<file path="config.mk">
export PLATFORM = sky130hd
export DESIGN_NAME = hlm_ctrl
export DESIGN_NICKNAME = d
export VERILOG_FILES = /design/src/hlm_pkg.sv /design/src/hlm_ctrl.sv
export SDC_FILE = /design/constraint.sdc
export NUM_CORES = 1
export LEC_CHECK = 0
export ABC_AREA = 1
export BUFFER_PORTS_ARGS = -buffer_cell sky130_fd_sc_hd__buf_4
export CAP_MARGIN = 20
export CORE_ASPECT_RATIO = 1.5
export CORE_MARGIN = 2
export CORE_UTILIZATION = 35
export CTS_BUF_LIST = sky130_fd_sc_hd__clkbuf_8
export DETAILED_ROUTE_END_ITERATION = 8
export HOLD_SLACK_MARGIN = 0.12
export SLEW_MARGIN = 20
export SYNTH_ARGS = -nofsm -noshare
export SYNTH_HDL_FRONTEND = slang
export SYNTH_SLANG_ARGS = --single-unit
</file>
<file path="constraint.sdc">
create_clock -name clk_i -period 2.05 [get_ports clk_i]
set_clock_uncertainty 0.2 [all_clocks]
set_input_delay 0.3075 -clock clk_i [delete_from_list [all_inputs] [get_ports clk_i]]
set_output_delay 0.3075 -clock clk_i [all_outputs]
set_load 0.05 [all_outputs]
</file>
<file path="src/hlm_pkg.sv">
// Shared types, constants and codes for the HMC leapfrog Metropolis step.
`default_nettype none
package hlm_pkg;

  localparam int FRAC_BITS_DEF    = 24;
  localparam int STEP_W           = 27;
  localparam int COUNT_W          = 8;
  localparam int ENERGY_W         = 40;
  localparam int PROD_W           = 64;
  localparam int K_W              = 4;
  localparam int DIV_BITS         = 8;
  localparam int DIV_CYCLES       = 5;
  localparam int DVD_W            = DIV_BITS * DIV_CYCLES;

  localparam logic [26:0]        LOG2E_Q26        = 27'd96817625;
  localparam logic [31:0]        LN2_Q32          = 32'd2977044472;
  localparam logic [COUNT_W-1:0] STEP_COUNT_RESET = 8'd40;
  localparam logic [K_W-1:0]     HORNER_TERMS     = 4'd12;

  typedef enum logic [0:0] {
    REG_STEP_SIZE  = 1'b0,
    REG_STEP_COUNT = 1'b1
  } reg_idx_e;

  typedef struct packed {
    logic signed [31:0] momentum_sample;
    logic [15:0]        uniform_sample;
  } in_item_t;

  typedef struct packed {
    logic signed [31:0]   position;
    logic                 accepted;
    logic [ENERGY_W-1:0]  start_energy;
    logic [ENERGY_W-1:0]  end_energy;
    logic [31:0]          accept_total;
  } out_item_t;

  typedef enum logic [4:0] {
    OP_NONE, OP_LOAD, OP_MUL_XX, OP_MUL_PP, OP_E0, OP_E1, OP_MUL_P, OP_ADD_XH,
    OP_ADD_X, OP_MUL_X, OP_SUB_P, OP_MUL_D, OP_Y, OP_MUL_F, OP_G, OP_MUL_R,
    OP_T, OP_DIV, OP_R, OP_FIN
  } dp_op_e;

  typedef struct packed {
    dp_op_e         op;
    logic [K_W-1:0] k;
  } dp_cmd_t;

  typedef struct packed {
    logic               e_le;
    logic               d_big;
    logic               out_full;
    logic [COUNT_W-1:0] step_count;
  } dp_status_t;

endpackage
`default_nettype wire

</file>
<file path="src/hlm_ctrl.sv">
// Sequencer for the trajectory, energy and acceptance steps.
`default_nettype none
module hlm_ctrl
  import hlm_pkg::*;
(
  input  wire             clk_i,
  input  wire             rst_ni,
  input  wire             in_valid_i,
  output logic            in_stall_o,
  input  wire dp_status_t status_i,
  output dp_cmd_t         cmd_o,
  output logic            busy_o
);

  typedef enum logic [26:0] {
    S_IDLE = 27'b1 << 0,  S_MXX0 = 27'b1 << 1,  S_MPP0 = 27'b1 << 2,
    S_E0   = 27'b1 << 3,  S_MPH  = 27'b1 << 4,  S_AXH  = 27'b1 << 5,
    S_LMX  = 27'b1 << 6,  S_LSP  = 27'b1 << 7,  S_LMP  = 27'b1 << 8,
    S_LAX  = 27'b1 << 9,  S_FMX  = 27'b1 << 10, S_FSP  = 27'b1 << 11,
    S_FMP  = 27'b1 << 12, S_FAX  = 27'b1 << 13, S_MXX1 = 27'b1 << 14,
    S_MPP1 = 27'b1 << 15, S_E1   = 27'b1 << 16, S_CHK  = 27'b1 << 17,
    S_MD   = 27'b1 << 18, S_Y    = 27'b1 << 19, S_MF   = 27'b1 << 20,
    S_G    = 27'b1 << 21, S_MR   = 27'b1 << 22, S_T    = 27'b1 << 23,
    S_DIV  = 27'b1 << 24, S_R    = 27'b1 << 25, S_FIN  = 27'b1 << 26
  } state_e;

  state_e             state_q, state_d;
  logic [COUNT_W-1:0] cnt_q, cnt_d;
  logic [K_W-1:0]     k_q, k_d;
  logic [2:0]         div_q, div_d;

  always_comb begin
    state_d  = state_q;
    cnt_d    = cnt_q;
    k_d      = k_q;
    div_d    = div_q;
    cmd_o.op = OP_NONE;
    cmd_o.k  = k_q;
    case (state_q)
      S_IDLE: begin
        if (in_valid_i) begin
          cmd_o.op = OP_LOAD;
          // A zero step count runs as a single step.
          cnt_d    = (status_i.step_count == '0) ? '0 : status_i.step_count - 1'b1;
          state_d  = S_MXX0;
        end
      end
      S_MXX0: begin cmd_o.op = OP_MUL_XX; state_d = S_MPP0; end
      S_MPP0: begin cmd_o.op = OP_MUL_PP; state_d = S_E0; end
      S_E0:   begin cmd_o.op = OP_E0;     state_d = S_MPH; end
      S_MPH:  begin cmd_o.op = OP_MUL_P;  state_d = S_AXH; end
      S_AXH: begin
        cmd_o.op = OP_ADD_XH;
        state_d  = (cnt_q == '0) ? S_FMX : S_LMX;
      end
      S_LMX:  begin cmd_o.op = OP_MUL_X;  state_d = S_LSP; end
      S_LSP:  begin cmd_o.op = OP_SUB_P;  state_d = S_LMP; end
      S_LMP:  begin cmd_o.op = OP_MUL_P;  state_d = S_LAX; end
      S_LAX: begin
        cmd_o.op = OP_ADD_X;
        cnt_d    = cnt_q - 1'b1;
        state_d  = (cnt_q == COUNT_W'(1)) ? S_FMX : S_LMX;
      end
      S_FMX:  begin cmd_o.op = OP_MUL_X;  state_d = S_FSP; end
      S_FSP:  begin cmd_o.op = OP_SUB_P;  state_d = S_FMP; end
      S_FMP:  begin cmd_o.op = OP_MUL_P;  state_d = S_FAX; end
      S_FAX:  begin cmd_o.op = OP_ADD_XH; state_d = S_MXX1; end
      S_MXX1: begin cmd_o.op = OP_MUL_XX; state_d = S_MPP1; end
      S_MPP1: begin cmd_o.op = OP_MUL_PP; state_d = S_E1; end
      S_E1:   begin cmd_o.op = OP_E1;     state_d = S_CHK; end
      S_CHK: begin
        // The exponential is needed only when energy rose by less than 32.
        state_d = (status_i.e_le || status_i.d_big) ? S_FIN : S_MD;
      end
      S_MD:   begin cmd_o.op = OP_MUL_D;  state_d = S_Y; end
      S_Y:    begin cmd_o.op = OP_Y;      state_d = S_MF; end
      S_MF:   begin cmd_o.op = OP_MUL_F;  state_d = S_G; end
      S_G: begin
        cmd_o.op = OP_G;
        k_d      = HORNER_TERMS;
        state_d  = S_MR;
      end
      S_MR:   begin cmd_o.op = OP_MUL_R;  state_d = S_T; end
      S_T: begin
        cmd_o.op = OP_T;
        div_d    = '0;
        state_d  = S_DIV;
      end
      S_DIV: begin
        cmd_o.op = OP_DIV;
        div_d    = div_q + 1'b1;
        if (div_q == 3'(DIV_CYCLES - 1)) state_d = S_R;
      end
      S_R: begin
        cmd_o.op = OP_R;
        k_d      = k_q - 1'b1;
        state_d  = (k_q == K_W'(1)) ? S_FIN : S_MR;
      end
      S_FIN: begin
        if (!status_i.out_full) begin
          cmd_o.op = OP_FIN;
          state_d  = S_IDLE;
        end
      end
      default: state_d = S_IDLE;
    endcase
  end

  always_ff @(posedge clk_i or negedge rst_ni) begin
    if (!rst_ni) begin
      state_q <= S_IDLE;
      cnt_q   <= '0;
      k_q     <= '0;
      div_q   <= '0;
    end else begin
      state_q <= state_d;
      cnt_q   <= cnt_d;
      k_q     <= k_d;
      div_q   <= div_d;
    end
  end

  assign in_stall_o = (state_q != S_IDLE);
  assign busy_o     = (state_q != S_IDLE);

endmodule
`default_nettype wire

</file>
; After elaboration in Yosys (flattened, before gate mapping)
; Cells that the tools add are included.
[totals]
reg_bits = 42
inputBits = 14
output_inout_bits = 11
elab_cells = 72
[op_classes]
add_sub_neg = 4
n_eq_ne = 34
mux = 16
reduce_logical = 14
[op_table]
columns = operator, count
row1 = 27-bit case mux with 27 select lines, 1
row2 = 27-bit 2-to-1 mux, 5
row3 = 5-bit case mux with 19 select lines, 1
row4 = "27-bit by 1-bit == test with 1-bit output, second input constant", 1
row5 = "27-bit by 10-bit == test with 1-bit output, second input constant", 1
row6 = "27-bit by 11-bit == test with 1-bit output, second input constant", 1
row7 = "27-bit by 12-bit == test with 1-bit output, second input constant", 1
row8 = "27-bit by 13-bit == test with 1-bit output, second input constant", 1
row9 = "27-bit by 14-bit == test with 1-bit output, second input constant", 1
row10 = "27-bit by 15-bit == test with 1-bit output, second input constant", 1
row11 = "27-bit by 16-bit == test with 1-bit output, second input constant", 1
row12 = "27-bit by 17-bit == test with 1-bit output, second input constant", 1
row13 = "27-bit by 18-bit == test with 1-bit output, second input constant", 1
row14 = "27-bit by 19-bit == test with 1-bit output, second input constant", 1
row15 = "27-bit by 2-bit == test with 1-bit output, second input constant", 1
row16 = "27-bit by 20-bit == test with 1-bit output, second input constant", 1
row17 = "27-bit by 21-bit == test with 1-bit output, second input constant", 1
row18 = "27-bit by 22-bit == test with 1-bit output, second input constant", 1
row19 = "27-bit by 23-bit == test with 1-bit output, second input constant", 1
row20 = "27-bit by 24-bit == test with 1-bit output, second input constant", 1
row21 = "27-bit by 25-bit == test with 1-bit output, second input constant", 1
row22 = "27-bit by 26-bit == test with 1-bit output, second input constant", 1
row23 = "27-bit == test, second input constant", 1
row24 = "27-bit by 3-bit == test with 1-bit output, second input constant", 1
row25 = 28 further kinds, 40

; Depth between registers and ports, before layout
[logic_depth]
word_depth = 4
mapped_depth = 14
ltp_nobuf = 12

; Least setup slack after synthesis
; OpenSTA, ideal clock, no wires.
[synth_timing]
path_type = register to output
from = register state_q[0]
to = output cmd_o[5] (netlist name)
arrival_time_ns = 1.824
t_required_ns = 1.542
slack_ns = -0.281
stages_incl_launch_ff = 10
n_path_buf = 1
cell_sequence = dfstp_2 -> nor2_1 -> nand2_2 -> nor2_4 -> nand2_2 -> buf_4 -> nor2_2 -> nor2_1 -> and3b_1 -> nand4_1
[synth_rtl]
columns = item, line_no
row1 = from (decl), hlm_ctrl.sv:27  ; state_e state_q, state_d;
row2 = from (signal assigned), hlm_ctrl.sv:116  ; state_q <= state_d;
row3 = to (decl), hlm_ctrl.sv:11  ; output dp_cmd_t cmd_o,

==> flow_summary.ini <==
[yosys]
ys_types = 32
synth_ff_type = dfrtp_1
synth.top_cell.area_share_pct = 36.09
synth_warnings = 0
avgSynthCellArea_um2 = 6.933
synth_edf_count = 0
yosys-top-cells-count = nand2_1 (93), nor2_1 (79), inv_1 (57), dfrtp_1 (41), nand3_1 (21)
syn-num-nets = 431
synthCells = 410
synth_seq_cells = 42
synthesis.area_mm2 = 0.002843
synthMostInstantiatedCell = nand2_1
synthTopCellsByArea = dfrtp_1 (36%), nand2_1 (12%), nor2_1 (10%)
async_flop_share_pct = 100.0
yosysTopAreaCell = dfrtp_1
synth_seq_area_share_pct = 37.02

[cells_and_area]
antennaDiodeCount = 0
area_growth_pct = 50.48
fin_cells = 635
nets = 550
drive_gt1_share_pct = 40.38
fillCellCount = 724

[global_route]
grt-ovfl-total = 0
grt.total_usage_pct = 18.88
antenna_found_initial = 0
grt_pass1_wl_mm = 13.12
first_global_vias = 3022
grt_max_degree = 43

[worst_setup_path]
crit_required_ns = 1.54
path_buf_inv = 3
start_kind = flop
path_class = flop to output pin
worst_setup_path_end_kind = output pin
crit_slowest_cell = dfrtp_1
critical_path.max_fanout = 3
crit_chain = inv_1, buf_4, nor3_1, nand3_2, nor2_4, nor2_2, nand4_1, nand3b_1, buf_6
cp.arrival_ns = 2.02
crit_path_max_incr_delay_ns = 0.40
critical-path-top-delay-family = simple AND/OR/NAND/NOR gates

[power]
power.leakage_nw = 2.171
p_seq_share_pct = 31.4
p_total_mw = 3.319
p_sw_share_pct = 41.93
switching_power_mw = 1.392
power_frac_clock_pct = 17.2
p_int_mw = 1.927
power_density_mw_per_mm2 = 775.8
peakVddDrop_uv = 857.7
pwr-share-comb_pct = 51.3

[sta]
tns_ns = -3.078
slew_viol_final = 0
period_share_pct = 123.4
tightest_slew_ns = 0.5743
fmax_mhz = 395.4
rsz0062_at_grt = true
layout_setup_ws_ns = -0.4789
slew_headroom_pct = 61.71
finalHoldViolCount = 0
setup_viol = 9
layout_min_cycle_time_ns = 2.529
hold_ws_ns = 0.1560

[detailed_routing]
drtIter0Drc = 113
avgViaCountPerCell = 4.750
wire_per_inst_um = 12.98
vias = 3016
drt_first_pass_iters = 4
route.detailed.drc = 0
drt_wl_total_mm = 8.240
antenna_left = 0

[floorplanning]
start_util_pct = 35.72
die_w_um = 77.59
die_area_mm2 = 0.008874
io_pins = 25
fp.coreArea_mm2 = 0.007958
core.rowCount = 40
chipHeight_um = 114.4

[clocking]
htree_levels = 2
clock_latency_ns = 0.31
clockBufferDepth = 2
clk_transition_reported_paths_ns = 0.08
cts_tree = built
cts-buffers-inserted = 5
cts.sinks = 42
clockRootBuffer = clkbuf_8

[outcome]
status = complete, but fails checks
violations = negative setup slack

[min_path]
hold_path.class = input port to flop

[placed_design]
io_buffers = 24
dpl.cell_count = 602
gp_congestion = 0.8217
hpwlAfterDp_mm = 5.866

[flow_run]
drv_cap = 0
[logic make-up after synthesis]
family / count (synthesis) / synth area share, %
flip-flops: 42 / 37.02
XOR/XNOR: 11 / 3.389
adder cells (fa/ha/maj): 7 / 3.081
AND/OR/NAND/NOR: 248 / 39.96
AO/OA/AOI/OAI: 34 / 6.690
buffers and inverters: 68 / 9.859
[final timing paths]
kind | start | endpoint | slack, ns | cells past startpoint
hold / removal | in_valid_i | state_q[0] | 0.16 | 4
hold reg to reg | k_q[1] | k_q[1] | 0.33 | 2
setup reg to reg | state_q[25] | state_q[16] | -0.36 | 16
max in group asynchronous | rst_ni | k_q[1] | 0.92 | 2
min in group asynchronous | rst_ni | state_q[19] | 0.33 | 2
setup / recovery | state_q[10] | cmd_o[4] | -0.48 | 9
[per-layer routing]
metal,part of all wire (%),up-vias,track usage (%)
met2,55,63,36.72
li1,-,1512,-
met5,0,-,0
met4,3.3,0,9.405
met3,2.7,24,2.918
met1,39,1417,19.07
[through the flow]
step	utilization, %	worst slack, ns	area (um2)
2_1_floorplan	-	-0.2168	2872
3_3_place_gp	46.12	-0.1851	3670
3_5_place_dp	46.12	-0.2069	3670
4_1_cts	51.51	-0.4177	4099
5_1_grt	53.76	-0.5750	4278
6_report	53.76	-0.4789	4278
[registers in the layout, indices dropped and copies added, names as in the netlist]
signal,cells
state_q,27
div_q,3
k_q,4
cnt_q,8
[layout make-up]
| type | count | area [um2] | share of cell area [%] |
|---|---|---|---|
| Inverter | 64 | 250.2 | 5.850 |
| Timing Repair Buffer | 116 | 973.4 | 22.76 |
| Clock buffer | 6 | 82.58 | 1.930 |
| Tap cell | 105 | 131.4 | 3.071 |
| Multi-Input combinational cell | 300 | 1779 | 41.59 |
| Sequential cell | 42 | 1052 | 24.60 |
| Clock inverter | 2 | 8.758 | 0.2047 |
[power groups by stage]
stage                     sequential, mW  clock [mW]  combinational, mW
after global routing                1.05       0.616               1.85
final                               1.04       0.572               1.70
after floorplan                     1.04           0              0.953
after CTS                           1.04       0.586               1.66
after global placement              1.06           0               1.37
after detailed placement            1.06           0               1.39
[cell usage in the layout, fill, tap and decap left out, types with 2 or more instances in the layout]
| master | n |
|---|---|
| a21oi_1 | 8 |
| a21oi_2 | 3 |
| a22oi_1 | 2 |
| buf_12 | 2 |
| buf_4 | 95 |
| buf_6 | 12 |
| buf_8 | 3 |
| clkbuf_8 | 6 |
| dfrtp_1 | 41 |
| dlygate4sd3_1 | 4 |
| ha_1 | 7 |
| inv_1 | 55 |
| inv_2 | 8 |
| nand2_1 | 79 |
| nand2_2 | 19 |
| nand2_4 | 5 |
| nand2_8 | 2 |
| nand3_1 | 18 |
| nand3_2 | 3 |
| nand4_1 | 8 |
| nor2_1 | 49 |
| nor2_2 | 24 |
| nor2_4 | 22 |
| nor3_1 | 12 |
| nor3_2 | 5 |
| o21ai_0 | 9 |
| o21ai_1 | 7 |
| o22ai_1 | 2 |
| xnor2_1 | 5 |
| xor2_1 | 6 |
[worst reg2reg max path: stages (launching register included)]
cell     delay (ns)
dfrtp_1        0.40
nor2_2         0.16
nand2_2        0.09
inv_2          0.07
nand2_2        0.06
nor2_4         0.11
buf_12         0.16
nand2_2        0.07
buf_4          0.13
buf_4          0.12
buf_4          0.12
buf_4          0.12
buf_4          0.13
buf_4          0.12
buf_4          0.12
buf_4          0.12
inv_1          0.07
[repair_timing]
action / CTS / global route
gates resized for setup: 52 / 40
hold buffers: 4 / 0
pin swaps: 24 / 30
endpoints found under the setup margin: 9 / 17
endpoints found under the hold margin: 44 / 0
buffers inserted: 16 / 5
gates cloned: 0 / 0
Power figures use the tool's default switching activity.
