--- config.mk ---
export PLATFORM = sky130hd
export DESIGN_NAME = hlm_datapath
export DESIGN_NICKNAME = d
export VERILOG_FILES = /design/src/hlm_pkg.sv /design/src/hlm_datapath.sv
export SDC_FILE = /design/constraint.sdc
export NUM_CORES = 2
export LEC_CHECK = 0
export BUFFER_PORTS_ARGS = -buffer_cell sky130_fd_sc_hd__clkbuf_2
export CAP_MARGIN = 30
export CORE_MARGIN = 2
export CORE_UTILIZATION = 35
export CTS_BUF_LIST = sky130_fd_sc_hd__clkbuf_8 sky130_fd_sc_hd__clkbuf_16
export CTS_CLUSTER_DIAMETER = 200
export CTS_CLUSTER_SIZE = 25
export DETAILED_ROUTE_END_ITERATION = 16
export GPL_TIMING_DRIVEN = 1
export PLACE_DENSITY = 0.52
export SYNTH_ARGS = -nofsm -noshare
export SYNTH_HDL_FRONTEND = slang
export SYNTH_SLANG_ARGS = --single-unit
--- constraint.sdc ---
create_clock -name clk_i -period 24.6 [get_ports clk_i]
set_input_delay 1.23 -clock clk_i [delete_from_list [all_inputs] [get_ports clk_i]]
set_output_delay 1.23 -clock clk_i [all_outputs]
set_load 0.005 [all_outputs]
--- src/hlm_pkg.sv ---
// Shared types, constants and codes for the HMC leapfrog Metropolis step.
`default_nettype none
package hlm_pkg;

  localparam int FRAC_BITS_DEF    = 24;
  localparam int STEP_W           = 27;
  localparam int COUNT_W          = 8;
  localparam int ENERGY_W         = 40;
  localparam int PROD_W           = 64;
  localparam int K_W              = 4;
  localparam int DIV_BITS         = 8;
  localparam int DIV_CYCLES       = 5;
  localparam int DVD_W            = DIV_BITS * DIV_CYCLES;

  localparam logic [26:0]        LOG2E_Q26        = 27'd96817625;
  localparam logic [31:0]        LN2_Q32          = 32'd2977044472;
  localparam logic [COUNT_W-1:0] STEP_COUNT_RESET = 8'd40;
  localparam logic [K_W-1:0]     HORNER_TERMS     = 4'd12;

  typedef enum logic [0:0] {
    REG_STEP_SIZE  = 1'b0,
    REG_STEP_COUNT = 1'b1
  } reg_idx_e;

  typedef struct packed {
    logic signed [31:0] momentum_sample;
    logic [15:0]        uniform_sample;
  } in_item_t;

  typedef struct packed {
    logic signed [31:0]   position;
    logic                 accepted;
    logic [ENERGY_W-1:0]  start_energy;
    logic [ENERGY_W-1:0]  end_energy;
    logic [31:0]          accept_total;
  } out_item_t;

  typedef enum logic [4:0] {
    OP_NONE, OP_LOAD, OP_MUL_XX, OP_MUL_PP, OP_E0, OP_E1, OP_MUL_P, OP_ADD_XH,
    OP_ADD_X, OP_MUL_X, OP_SUB_P, OP_MUL_D, OP_Y, OP_MUL_F, OP_G, OP_MUL_R,
    OP_T, OP_DIV, OP_R, OP_FIN
  } dp_op_e;

  typedef struct packed {
    dp_op_e         op;
    logic [K_W-1:0] k;
  } dp_cmd_t;

  typedef struct packed {
    logic               e_le;
    logic               d_big;
    logic               out_full;
    logic [COUNT_W-1:0] step_count;
  } dp_status_t;

endpackage
`default_nettype wire

--- src/hlm_datapath.sv ---
// Datapath: configuration, shared multiplier, leapfrog, energy, exp and output register.
`default_nettype none
module hlm_datapath
  import hlm_pkg::*;
#(
  parameter int FRAC_BITS = FRAC_BITS_DEF
) (
  input  wire                clk_i,
  input  wire                rst_ni,
  input  wire                cfg_we_i,
  input  wire  [0:0]         cfg_addr_i,
  input  wire  [STEP_W-1:0]  cfg_data_i,
  input  wire  in_item_t     in_data_i,
  input  wire  dp_cmd_t      cmd_i,
  output dp_status_t         status_o,
  output logic               out_valid_o,
  input  wire                out_stall_i,
  output out_item_t          out_data_o
);

  localparam int DW = FRAC_BITS + 5;
  localparam int AW = (DW > 32) ? DW : 32;
  localparam logic [ENERGY_W-1:0] D_LIMIT = ENERGY_W'(32) << FRAC_BITS;

  function automatic logic signed [31:0] sat32(logic signed [64:0] v);
    if (v > 65'sd2147483647)       return 32'sh7FFFFFFF;
    else if (v < -65'sd2147483648) return 32'sh80000000;
    else                           return v[31:0];
  endfunction

  // base + or - round(prod / 2^s), half away from zero on the magnitude.
  function automatic logic signed [31:0] step_update(logic signed [31:0] base,
      logic [PROD_W-1:0] prod, logic neg, int unsigned s);
    logic [PROD_W-1:0]  q;
    logic signed [64:0] qs;
    logic signed [64:0] sum;
    q   = (prod + (PROD_W'(1) << (s - 1))) >> s;
    qs  = neg ? -$signed({1'b0, q}) : $signed({1'b0, q});
    sum = $signed({{33{base[31]}}, base}) + qs;
    return sat32(sum);
  endfunction

  function automatic logic [ENERGY_W-1:0] energy_of(logic [PROD_W-1:0] a,
      logic [PROD_W-1:0] b);
    logic [PROD_W:0] s;
    s = ({1'b0, a} + {1'b0, b} + ((PROD_W + 1)'(1) << FRAC_BITS)) >> (FRAC_BITS + 1);
    return (|s[PROD_W:ENERGY_W]) ? {ENERGY_W{1'b1}} : s[ENERGY_W-1:0];
  endfunction

  logic [STEP_W-1:0]   step_size_q;
  logic [COUNT_W-1:0]  step_count_q;
  logic signed [31:0]  chain_q, x_q, p_q;
  logic [31:0]         acc_cnt_q;
  logic [15:0]         u_q;
  logic [STEP_W-1:0]   dt_q;
  logic [PROD_W-1:0]   prod_q, sum_q;
  logic                neg_q;
  logic [ENERGY_W-1:0] e0_q, e1_q;
  logic [7:0]          n_q;
  logic [31:0]         f_q, g_q;
  logic [32:0]         r_q;
  logic [DVD_W-1:0]    dvd_q;
  logic [K_W-1:0]      rem_q;
  out_item_t           out_q;
  logic                out_valid_q;

  logic [31:0]          ax, ap;
  logic [AW-1:0]        mul_a;
  logic [32:0]          mul_b;
  logic [AW+32:0]       mul_full;
  logic [ENERGY_W-1:0]  d;
  logic [65:0]          y_full;
  logic [PROD_W:0]      t_full;
  logic [DVD_W-1:0]     dvd_next;
  logic [K_W-1:0]       rem_next;
  logic [K_W:0]         rem_try;
  logic [33:0]          e_round;
  logic [32:0]          e_val;
  logic                 acc;

  assign ax = x_q[31] ? 32'(-x_q) : 32'(x_q);
  assign ap = p_q[31] ? 32'(-p_q) : 32'(p_q);
  assign d  = e1_q - e0_q;

  always_comb begin
    mul_a = AW'(ax);
    mul_b = 33'(ax);
    case (cmd_i.op)
      OP_MUL_PP: begin mul_a = AW'(ap);            mul_b = 33'(ap); end
      OP_MUL_P:  begin mul_a = AW'(ap);            mul_b = 33'(dt_q); end
      OP_MUL_X:  begin mul_a = AW'(ax);            mul_b = 33'(dt_q); end
      OP_MUL_D:  begin mul_a = AW'(d[DW-1:0]);     mul_b = 33'(LOG2E_Q26); end
      OP_MUL_F:  begin mul_a = AW'(f_q);           mul_b = 33'(LN2_Q32); end
      OP_MUL_R:  begin mul_a = AW'(g_q);           mul_b = r_q; end
      default:   begin mul_a = AW'(ax);            mul_b = 33'(ax); end
    endcase
  end
  assign mul_full = mul_a * mul_b;

  assign y_full = (66'(prod_q) << (32 - FRAC_BITS)) + (66'(1) << 25);
  assign t_full = ({1'b0, prod_q} + ((PROD_W + 1)'(1) << 31)) >> 32;

  // Eight restoring division steps a cycle by the small Horner divisor.
  always_comb begin
    dvd_next = dvd_q;
    rem_next = rem_q;
    rem_try  = '0;
    for (int i = 0; i < DIV_BITS; i++) begin
      rem_try = {rem_next, dvd_next[DVD_W-1]};
      if (rem_try >= {1'b0, cmd_i.k}) begin
        rem_next = K_W'(rem_try - {1'b0, cmd_i.k});
        dvd_next = {dvd_next[DVD_W-2:0], 1'b1};
      end else begin
        rem_next = rem_try[K_W-1:0];
        dvd_next = {dvd_next[DVD_W-2:0], 1'b0};
      end
    end
  end

  always_comb begin
    e_round = '0;
    if (n_q >= 8'd40) begin
      e_val = '0;
    end else if (n_q == 8'd0) begin
      e_val = r_q;
    end else begin
      e_round = ({1'b0, r_q} + (34'(1) << (n_q[5:0] - 6'd1))) >> n_q[5:0];
      e_val   = e_round[32:0];
    end
    if (e1_q <= e0_q)     acc = 1'b1;
    else if (d >= D_LIMIT) acc = 1'b0;
    else                   acc = (e_val > {1'b0, u_q, 16'b0});
  end

  always_ff @(posedge clk_i or negedge rst_ni) begin
    if (!rst_ni) begin
      step_size_q  <= STEP_W'(64'd1 << FRAC_BITS);
      step_count_q <= STEP_COUNT_RESET;
      chain_q      <= '0;
      acc_cnt_q    <= '0;
      out_valid_q  <= 1'b0;
    end else begin
      if (cfg_we_i) begin
        case (reg_idx_e'(cfg_addr_i))
          REG_STEP_SIZE:  step_size_q  <= cfg_data_i;
          REG_STEP_COUNT: step_count_q <= cfg_data_i[COUNT_W-1:0];
          default: ;
        endcase
      end
      if (cmd_i.op == OP_FIN) begin
        out_valid_q <= 1'b1;
        if (acc) begin
          chain_q <= x_q;
          if (acc_cnt_q != 32'hFFFFFFFF) acc_cnt_q <= acc_cnt_q + 32'd1;
        end
      end else if (out_valid_q && !out_stall_i) begin
        out_valid_q <= 1'b0;
      end
    end
  end

  always_ff @(posedge clk_i) begin
    case (cmd_i.op)
      OP_LOAD: begin
        x_q  <= chain_q;
        p_q  <= in_data_i.momentum_sample;
        u_q  <= in_data_i.uniform_sample;
        dt_q <= step_size_q;
      end
      OP_MUL_XX: prod_q <= mul_full[PROD_W-1:0];
      OP_MUL_PP: begin
        sum_q  <= prod_q;
        prod_q <= mul_full[PROD_W-1:0];
      end
      OP_E0: e0_q <= energy_of(sum_q, prod_q);
      OP_E1: e1_q <= energy_of(sum_q, prod_q);
      OP_MUL_P: begin
        prod_q <= mul_full[PROD_W-1:0];
        neg_q  <= p_q[31];
      end
      OP_MUL_X: begin
        prod_q <= mul_full[PROD_W-1:0];
        neg_q  <= x_q[31];
      end
      OP_ADD_XH: x_q <= step_update(x_q, prod_q, neg_q, FRAC_BITS + 1);
      OP_ADD_X:  x_q <= step_update(x_q, prod_q, neg_q, FRAC_BITS);
      OP_SUB_P:  p_q <= step_update(p_q, prod_q, !neg_q, FRAC_BITS);
      OP_MUL_D, OP_MUL_F, OP_MUL_R: prod_q <= mul_full[PROD_W-1:0];
      OP_Y: begin
        n_q <= y_full[65:58];
        f_q <= y_full[57:26];
      end
      OP_G: begin
        g_q <= prod_q[63:32];
        r_q <= 33'h100000000;
      end
      OP_T: begin
        dvd_q <= DVD_W'(t_full[32:0]) + DVD_W'(cmd_i.k >> 1);
        rem_q <= '0;
      end
      OP_DIV: begin
        dvd_q <= dvd_next;
        rem_q <= rem_next;
      end
      OP_R: r_q <= 33'h100000000 - dvd_q[32:0];
      OP_FIN: begin
        out_q.position     <= acc ? x_q : chain_q;
        out_q.accepted     <= acc;
        out_q.start_energy <= e0_q;
        out_q.end_energy   <= e1_q;
        out_q.accept_total <= (acc && acc_cnt_q != 32'hFFFFFFFF) ?
                              acc_cnt_q + 32'd1 : acc_cnt_q;
      end
      default: ;
    endcase
  end

  assign status_o.e_le       = (e1_q <= e0_q);
  assign status_o.d_big      = (d >= D_LIMIT);
  assign status_o.out_full   = out_valid_q && out_stall_i;
  assign status_o.step_count = step_count_q;
  assign out_valid_o         = out_valid_q;
  assign out_data_o          = out_q;

endmodule
`default_nettype wire

### Word-level counts from Yosys, hierarchy flattened

Index checks and enable logic that the tools add are counted.

| word-level totals | value |
|---|---|
| bits in registers | 710 |
| output and inout port bits | 157 |
| word-level logic and storage cells | 154 |

| operators by class | value |
|---|---|
| $add $sub $neg | 27 |
| multiply operators | 1 |
| $lt $le $gt $ge | 18 |
| eq/ne operators | 20 |
| shift operators | 2 |
| multiplexer cells | 43 |
| bitwise gates (word level) | 1 |
| reductions and logical operators | 17 |

Operators with widths:

| cell | count |
|---|---|
| $mux 32 | 10 |
| $add 32x65->65 | 3 |
| $gt 65x32->1 const B | 3 |
| $lt 65x32->1 const B | 3 |
| $mux 65 | 3 |
| $pmux 33 s5 | 1 |
| $pmux 32 s4 | 1 |
| $pmux 32 s3 | 1 |
| $pmux 40 s2 | 1 |
| $add 66x26->66 const B | 1 |
| $mux 33 | 2 |
| $pmux 33 s2 | 1 |
| $add 64x32->65 const B | 1 |
| $add 64x64->65 | 1 |
| $add 65x25->65 const B | 1 |
| $neg 39->65 | 1 |
| $neg 40->65 | 1 |
| $add 64x24->64 const B | 1 |
| $add 64x25->64 const B | 1 |
| $mul 32x33->64 | 1 |
| $neg 32->32 | 2 |
| $pmux 32 s2 | 1 |
| $eq 5x4->1 const B | 8 |
| $ge 40x30->1 const B | 1 |
| other kinds (32) | 79 |

### Depth between registers and ports, before layout

| logic depth | value |
|---|---|
| word-level depth | 17 |
| mapped depth | 69 |
| gate-level depth less buffers | 66 |

### Worst setup path after synthesis

OpenSTA, ideal clock, no wires.

| path | value |
|---|---|
| path kind | input to register |
| start | input port cmd_i[1] (netlist name) |
| end | register rem_q[1] (data pin) |
| setup time | 0.265 ns |
| data arrival time | 12.951 ns |
| slack | 11.384 ns |
| cell stages on the path | 64 |
| buffers on the path | 3 |
| path through | inv_1 ha_1 nor2b_1 o21a_1 o21ai_0 and2_0 clkbuf_1 mux2i_1 inv_1 ha_1 a21o_1 a221oi_4 mux2_2 inv_1 ha_1 o21ai_0 nand2b_1 a21o_1 (+28 left out) inv_1 ha_1 nor2b_1 o21ai_0 nand2b_1 a31oi_1 nor2b_1 or3_1 clkbuf_1 o22ai_1 ha_1 a21o_1 a21o_1 a31oi_1 nor2b_1 a2111o_1 nand3_1 o21ai_0 |

| on the way | value |
|---|---|
| word-level cells in the longest chain between the ends | 17 |

Ends and longest elaborated chain:

| element | RTL line | text |
|---|---|---|
| start: declaration | hlm_datapath.sv:14 | `input wire dp_cmd_t cmd_i,` |
| $sub 4x4->4 / $ge 5x4->1 (equally long branches) | hlm_datapath.sv:111, hlm_datapath.sv:110 |  |
| $mux 4 | hlm_datapath.sv:110 | `if (rem_try >= {1'b0, cmd_i.k}) begin` |
| $sub 4x4->4 / $ge 5x4->1 (equally long branches) | hlm_datapath.sv:111, hlm_datapath.sv:110 |  |
| $mux 4 | hlm_datapath.sv:110 |  |
| $sub 4x4->4 / $ge 5x4->1 (equally long branches) | hlm_datapath.sv:111, hlm_datapath.sv:110 |  |
| $mux 4 | hlm_datapath.sv:110 |  |
| $ge 5x4->1 / $sub 4x4->4 (equally long branches) | hlm_datapath.sv:110, hlm_datapath.sv:111 |  |
| $mux 4 | hlm_datapath.sv:110 |  |
| $sub 4x4->4 / $ge 5x4->1 (equally long branches) | hlm_datapath.sv:111, hlm_datapath.sv:110 |  |
| $mux 4 | hlm_datapath.sv:110 |  |
| $sub 4x4->4 / $ge 5x4->1 (equally long branches) | hlm_datapath.sv:111, hlm_datapath.sv:110 |  |
| $mux 4 | hlm_datapath.sv:110 |  |
| $ge 5x4->1 / $sub 4x4->4 (equally long branches) | hlm_datapath.sv:110, hlm_datapath.sv:111 |  |
| $mux 4 | hlm_datapath.sv:110 |  |
| $sub 4x4->4 / $ge 5x4->1 (equally long branches) | hlm_datapath.sv:111, hlm_datapath.sv:110 |  |
| $mux 4 (*) | hlm_datapath.sv:110 |  |
| $pmux 4 s2 (*) | hlm_datapath.sv:163 | `case (cmd_i.op)` |
| end signal: assignment | hlm_datapath.sv:203 | `rem_q <= rem_next;` |
| end: declaration | hlm_datapath.sv:63 | `logic [K_W-1:0] rem_q;` |

Every way passes the cells marked *; elsewhere a longest branch is shown, timed or not.
A chain may end at the register's enable or synchronous reset.

### Final worst setup path

| path | value |
|---|---|
| start | input port cmd_i[1] (netlist name) |
| end | register rem_q[0] (data pin) |

| on the way | value |
|---|---|
| word-level cells in the longest chain between the ends | 17 |

Ends and longest elaborated chain:

| element | RTL line |
|---|---|
| $sub 4x4->4 / $ge 5x4->1 (equally long branches) | hlm_datapath.sv:111, hlm_datapath.sv:110 |
| $mux 4 | hlm_datapath.sv:110 |
| $sub 4x4->4 / $ge 5x4->1 (equally long branches) | hlm_datapath.sv:111, hlm_datapath.sv:110 |
| $mux 4 | hlm_datapath.sv:110 |
| $sub 4x4->4 / $ge 5x4->1 (equally long branches) | hlm_datapath.sv:111, hlm_datapath.sv:110 |
| $mux 4 | hlm_datapath.sv:110 |
| $ge 5x4->1 / $sub 4x4->4 (equally long branches) | hlm_datapath.sv:110, hlm_datapath.sv:111 |
| $mux 4 | hlm_datapath.sv:110 |
| $sub 4x4->4 / $ge 5x4->1 (equally long branches) | hlm_datapath.sv:111, hlm_datapath.sv:110 |
| $mux 4 | hlm_datapath.sv:110 |
| $sub 4x4->4 / $ge 5x4->1 (equally long branches) | hlm_datapath.sv:111, hlm_datapath.sv:110 |
| $mux 4 | hlm_datapath.sv:110 |
| $sub 4x4->4 / $ge 5x4->1 (equally long branches) | hlm_datapath.sv:111, hlm_datapath.sv:110 |
| $mux 4 | hlm_datapath.sv:110 |
| $ge 5x4->1 (*) | hlm_datapath.sv:110 |
| $mux 4 (*) | hlm_datapath.sv:110 |
| $pmux 4 s2 (*) | hlm_datapath.sv:163 |

Marked as above.

==> results.yml <==
sta:
  fmax_ghz: 0.0684
  finalSetupTns_ns: 0
  setup_viol: 0
  max_slew.worst_pin.slew_ns: 1.19
  slew_headroom: 0.208
  rsz0062_at_grt: "false"
  fin_crit_sh: 0.594
  period_minus_slack_ns: 14.61
  hold_viol: 0
  slew_viol_final: 0
  fin_worst_skew_ns: 0.0729
cts:
  post-cts-setup-buffer-count: 0
  clock-sinks: 710
  insertion_delay_ns: 0.71
  root_buffer: "clkbuf_16"
  numCtsBuffers: 35
  cts_tree: "done"
  clockBufferDepth: 3
  clk_pin_slew_ns: 0.11
  htreeDepth: 2
  post_cts_resized: 0
  holdBufCountCts: 0
flow_run:
  cap_viol_max_count: 0
synthesis:
  synth_cell_types: 118
  syn_area_per_cell_sq_um: 9.09
  netlist_area_sq_mm: 0.0915
  netlist_top_cells_area: "fa_1 21%, edfxtp_1 20%, ha_1 9.7%"
  post-synth-top-count-cell: "nand2_1"
  yosys.area.top_type: "fa_1"
  synth_edf_count: 610
  syn_inst: 10100
  synth_flop_cell: "edfxtp_1"
  ys_seq_elements: 710
  ys_seq_area_frac: 0.228
  yosysWarnings: 0
  ys_async_sr_fraction: 0.141
  syn_nets: 11800
  yosys-top-cells-count: "1283 x nand2_1, 1209 x inv_1, 939 x fa_1"
  netlist.area_leader.share: 0.205
floorplan:
  die-area_sq_mm: 0.265
  core_sq_mm: 0.260
  fp.dieW_microns: 515
  rows: 187
  start_util: 0.352
  ios: 246
  die_y_microns: 515
critical_path:
  path_common_cell: "o21ai_0"
  end_kind: "register"
  worst_setup_path_start_kind: "primary input"
  crit_type: "in -> reg"
  cp_slowest_stage_delay_ns: 0.50
  arrival_ns: 15.07
  worst-path-max-fanout: 10
  crit_required_ns: 25.06
  slowest_stage: "inv_1"
route:
  vias_per_cell: 5.61
  route.detailed.drc: 0
  postRouteAntennaNets: 0
  wl_per_cell_microns: 25.0
  drtIter0Drc: 6802
  via_count: 75700
  drt_first_pass_iters: 7
  drt-total-wl_mm: 338
global_routing:
  grt_pass1_wl_mm: 505
  grt_use_total: 0.252
  grt_start_max_net_pins: 97
  first_global_vias: 76700
  grt.overflow.total: 0
  antenna_found_initial: 30
place:
  io_buffers: 245
  dp_hpwl_mm: 261
  gp_congestion: 0.984
worst_hold_path:
  holdCritPathClass: "reg -> reg"
cells_and_area:
  fill_cells: 26400
  seq_area_sq_mm: 0.0208
  layout-drive-gt1-share: 0.0793
  multi_input_area_sq_mm: 0.0647
  fin_nets: 11800
  area_growth_pct: 7.49
outcome:
  status: "complete, no violations"
[stage by stage]
stage	utilization	cells	hold slack, ns	cell area, sq um	setup WS (ns)
floorplan	-	10100	0.421	91500	11.38
global placement	0.373	13400	0.426	96900	10.17
detailed placement	0.374	13400	0.428	97100	9.45
CTS	0.378	13500	0.455	98200	10.13
global route	0.379	13500	0.469	98300	8.68
finish	0.379	13500	0.452	98300	9.99
[placed cells by master, fill, tap and decap left out, types with 33 or more instances in the layout]
master	instances
a211o_1	33
a211oi_1	76
a21o_1	245
a21oi_1	427
a21oi_4	35
a22o_1	57
a31oi_1	58
and2_1	159
and3_1	90
buf_4	194
clkbuf_16	35
clkbuf_2	244
dfrtp_1	97
edfxtp_1	610
fa_1	939
ha_1	709
inv_1	1228
mux2_2	116
mux2i_1	41
nand2_1	1283
nand2b_1	72
nand3_1	187
nand4_1	118
nor2_1	568
nor2b_1	150
nor3_1	181
nor4_1	68
o211ai_1	41
o21a_1	105
o21ai_0	355
o21bai_1	59
o31ai_1	52
or2_2	33
or3_1	43
xnor2_1	418
xor2_1	333
[final cells by class]
class	instances	share of cell area
Sequential cell	710	0.212
Multi-Input combinational cell	7634	0.658
Timing Repair Buffer	452	0.0299
Clock buffer	35	0.00891
Tap cell	3402	0.0433
Inverter	1210	0.0462
Antenna cell	15	0.000382
Clock inverter	28	0.00187
[final timing paths]
path / endpoint / slack (ns) / start / cells past startpoint
max: rem_q[0]$_SDFFCE_PN0P_ / 9.99 / cmd_i[1] / 62
min: dt_q[16]$_DFFE_PP_ / 0.45 / step_size_q[16]$_DFFE_PN0P_ / 0
max reg2reg: rem_q[0]$_SDFFCE_PN0P_ / 10.86 / rem_q[0]$_SDFFCE_PN0P_ / 60
min reg2reg: dt_q[16]$_DFFE_PP_ / 0.45 / step_size_q[16]$_DFFE_PN0P_ / 0
max in group asynchronous: step_count_q[7]$_DFFE_PN0P_ / 22.68 / rst_ni / 2
min in group asynchronous: chain_q[20]$_DFFE_PN0P_ / 0.56 / rst_ni / 1
[sequential cells by signal (all words and copies together), names as in the netlist]
register and cells:
out_valid_o 1, e0_q 40, sum_q 64, out_data_o 145, rem_q 4, n_q 8, g_q 32, step_count_q 8
dt_q 27, r_q 33, prod_q 64, f_q 32, dvd_q 40, neg_q 1, x_q 32, step_size_q 27
u_q 16, chain_q 32, p_q 32, e1_q 40, acc_cnt_q 32
[metal layers]
layer / GRT usage / part of all wire
met5: 0 / 0.00017
met4: 0.0951 / 0.043
met3: 0.0383 / 0.072
met2: 0.399 / 0.45
met1: 0.346 / 0.44
[critical path: cells and delay by family]
family / cells / cell delay (ns)
multiplexers: 1 / 0.43
AO/OA/AOI/OAI: 30 / 7.34
adder cells (fa/ha/maj): 8 / 2.33
AND/OR/NAND/NOR: 15 / 2.42
buffers and inverters: 8 / 1.28
[kinds of logic after synthesis]
group,after synthesis,share of synthesized area
compound gates,1949,0.144
fa+ha+maj,1648,0.302
mux,165,0.0200
simple gates,3119,0.161
buf+inv,1720,0.0721
flops,710,0.228
xor+xnor,753,0.0722
Power is left out: the tool's default activity adds up to more than one toggle a clock period on the data nets, which glitch-free logic cannot reach.
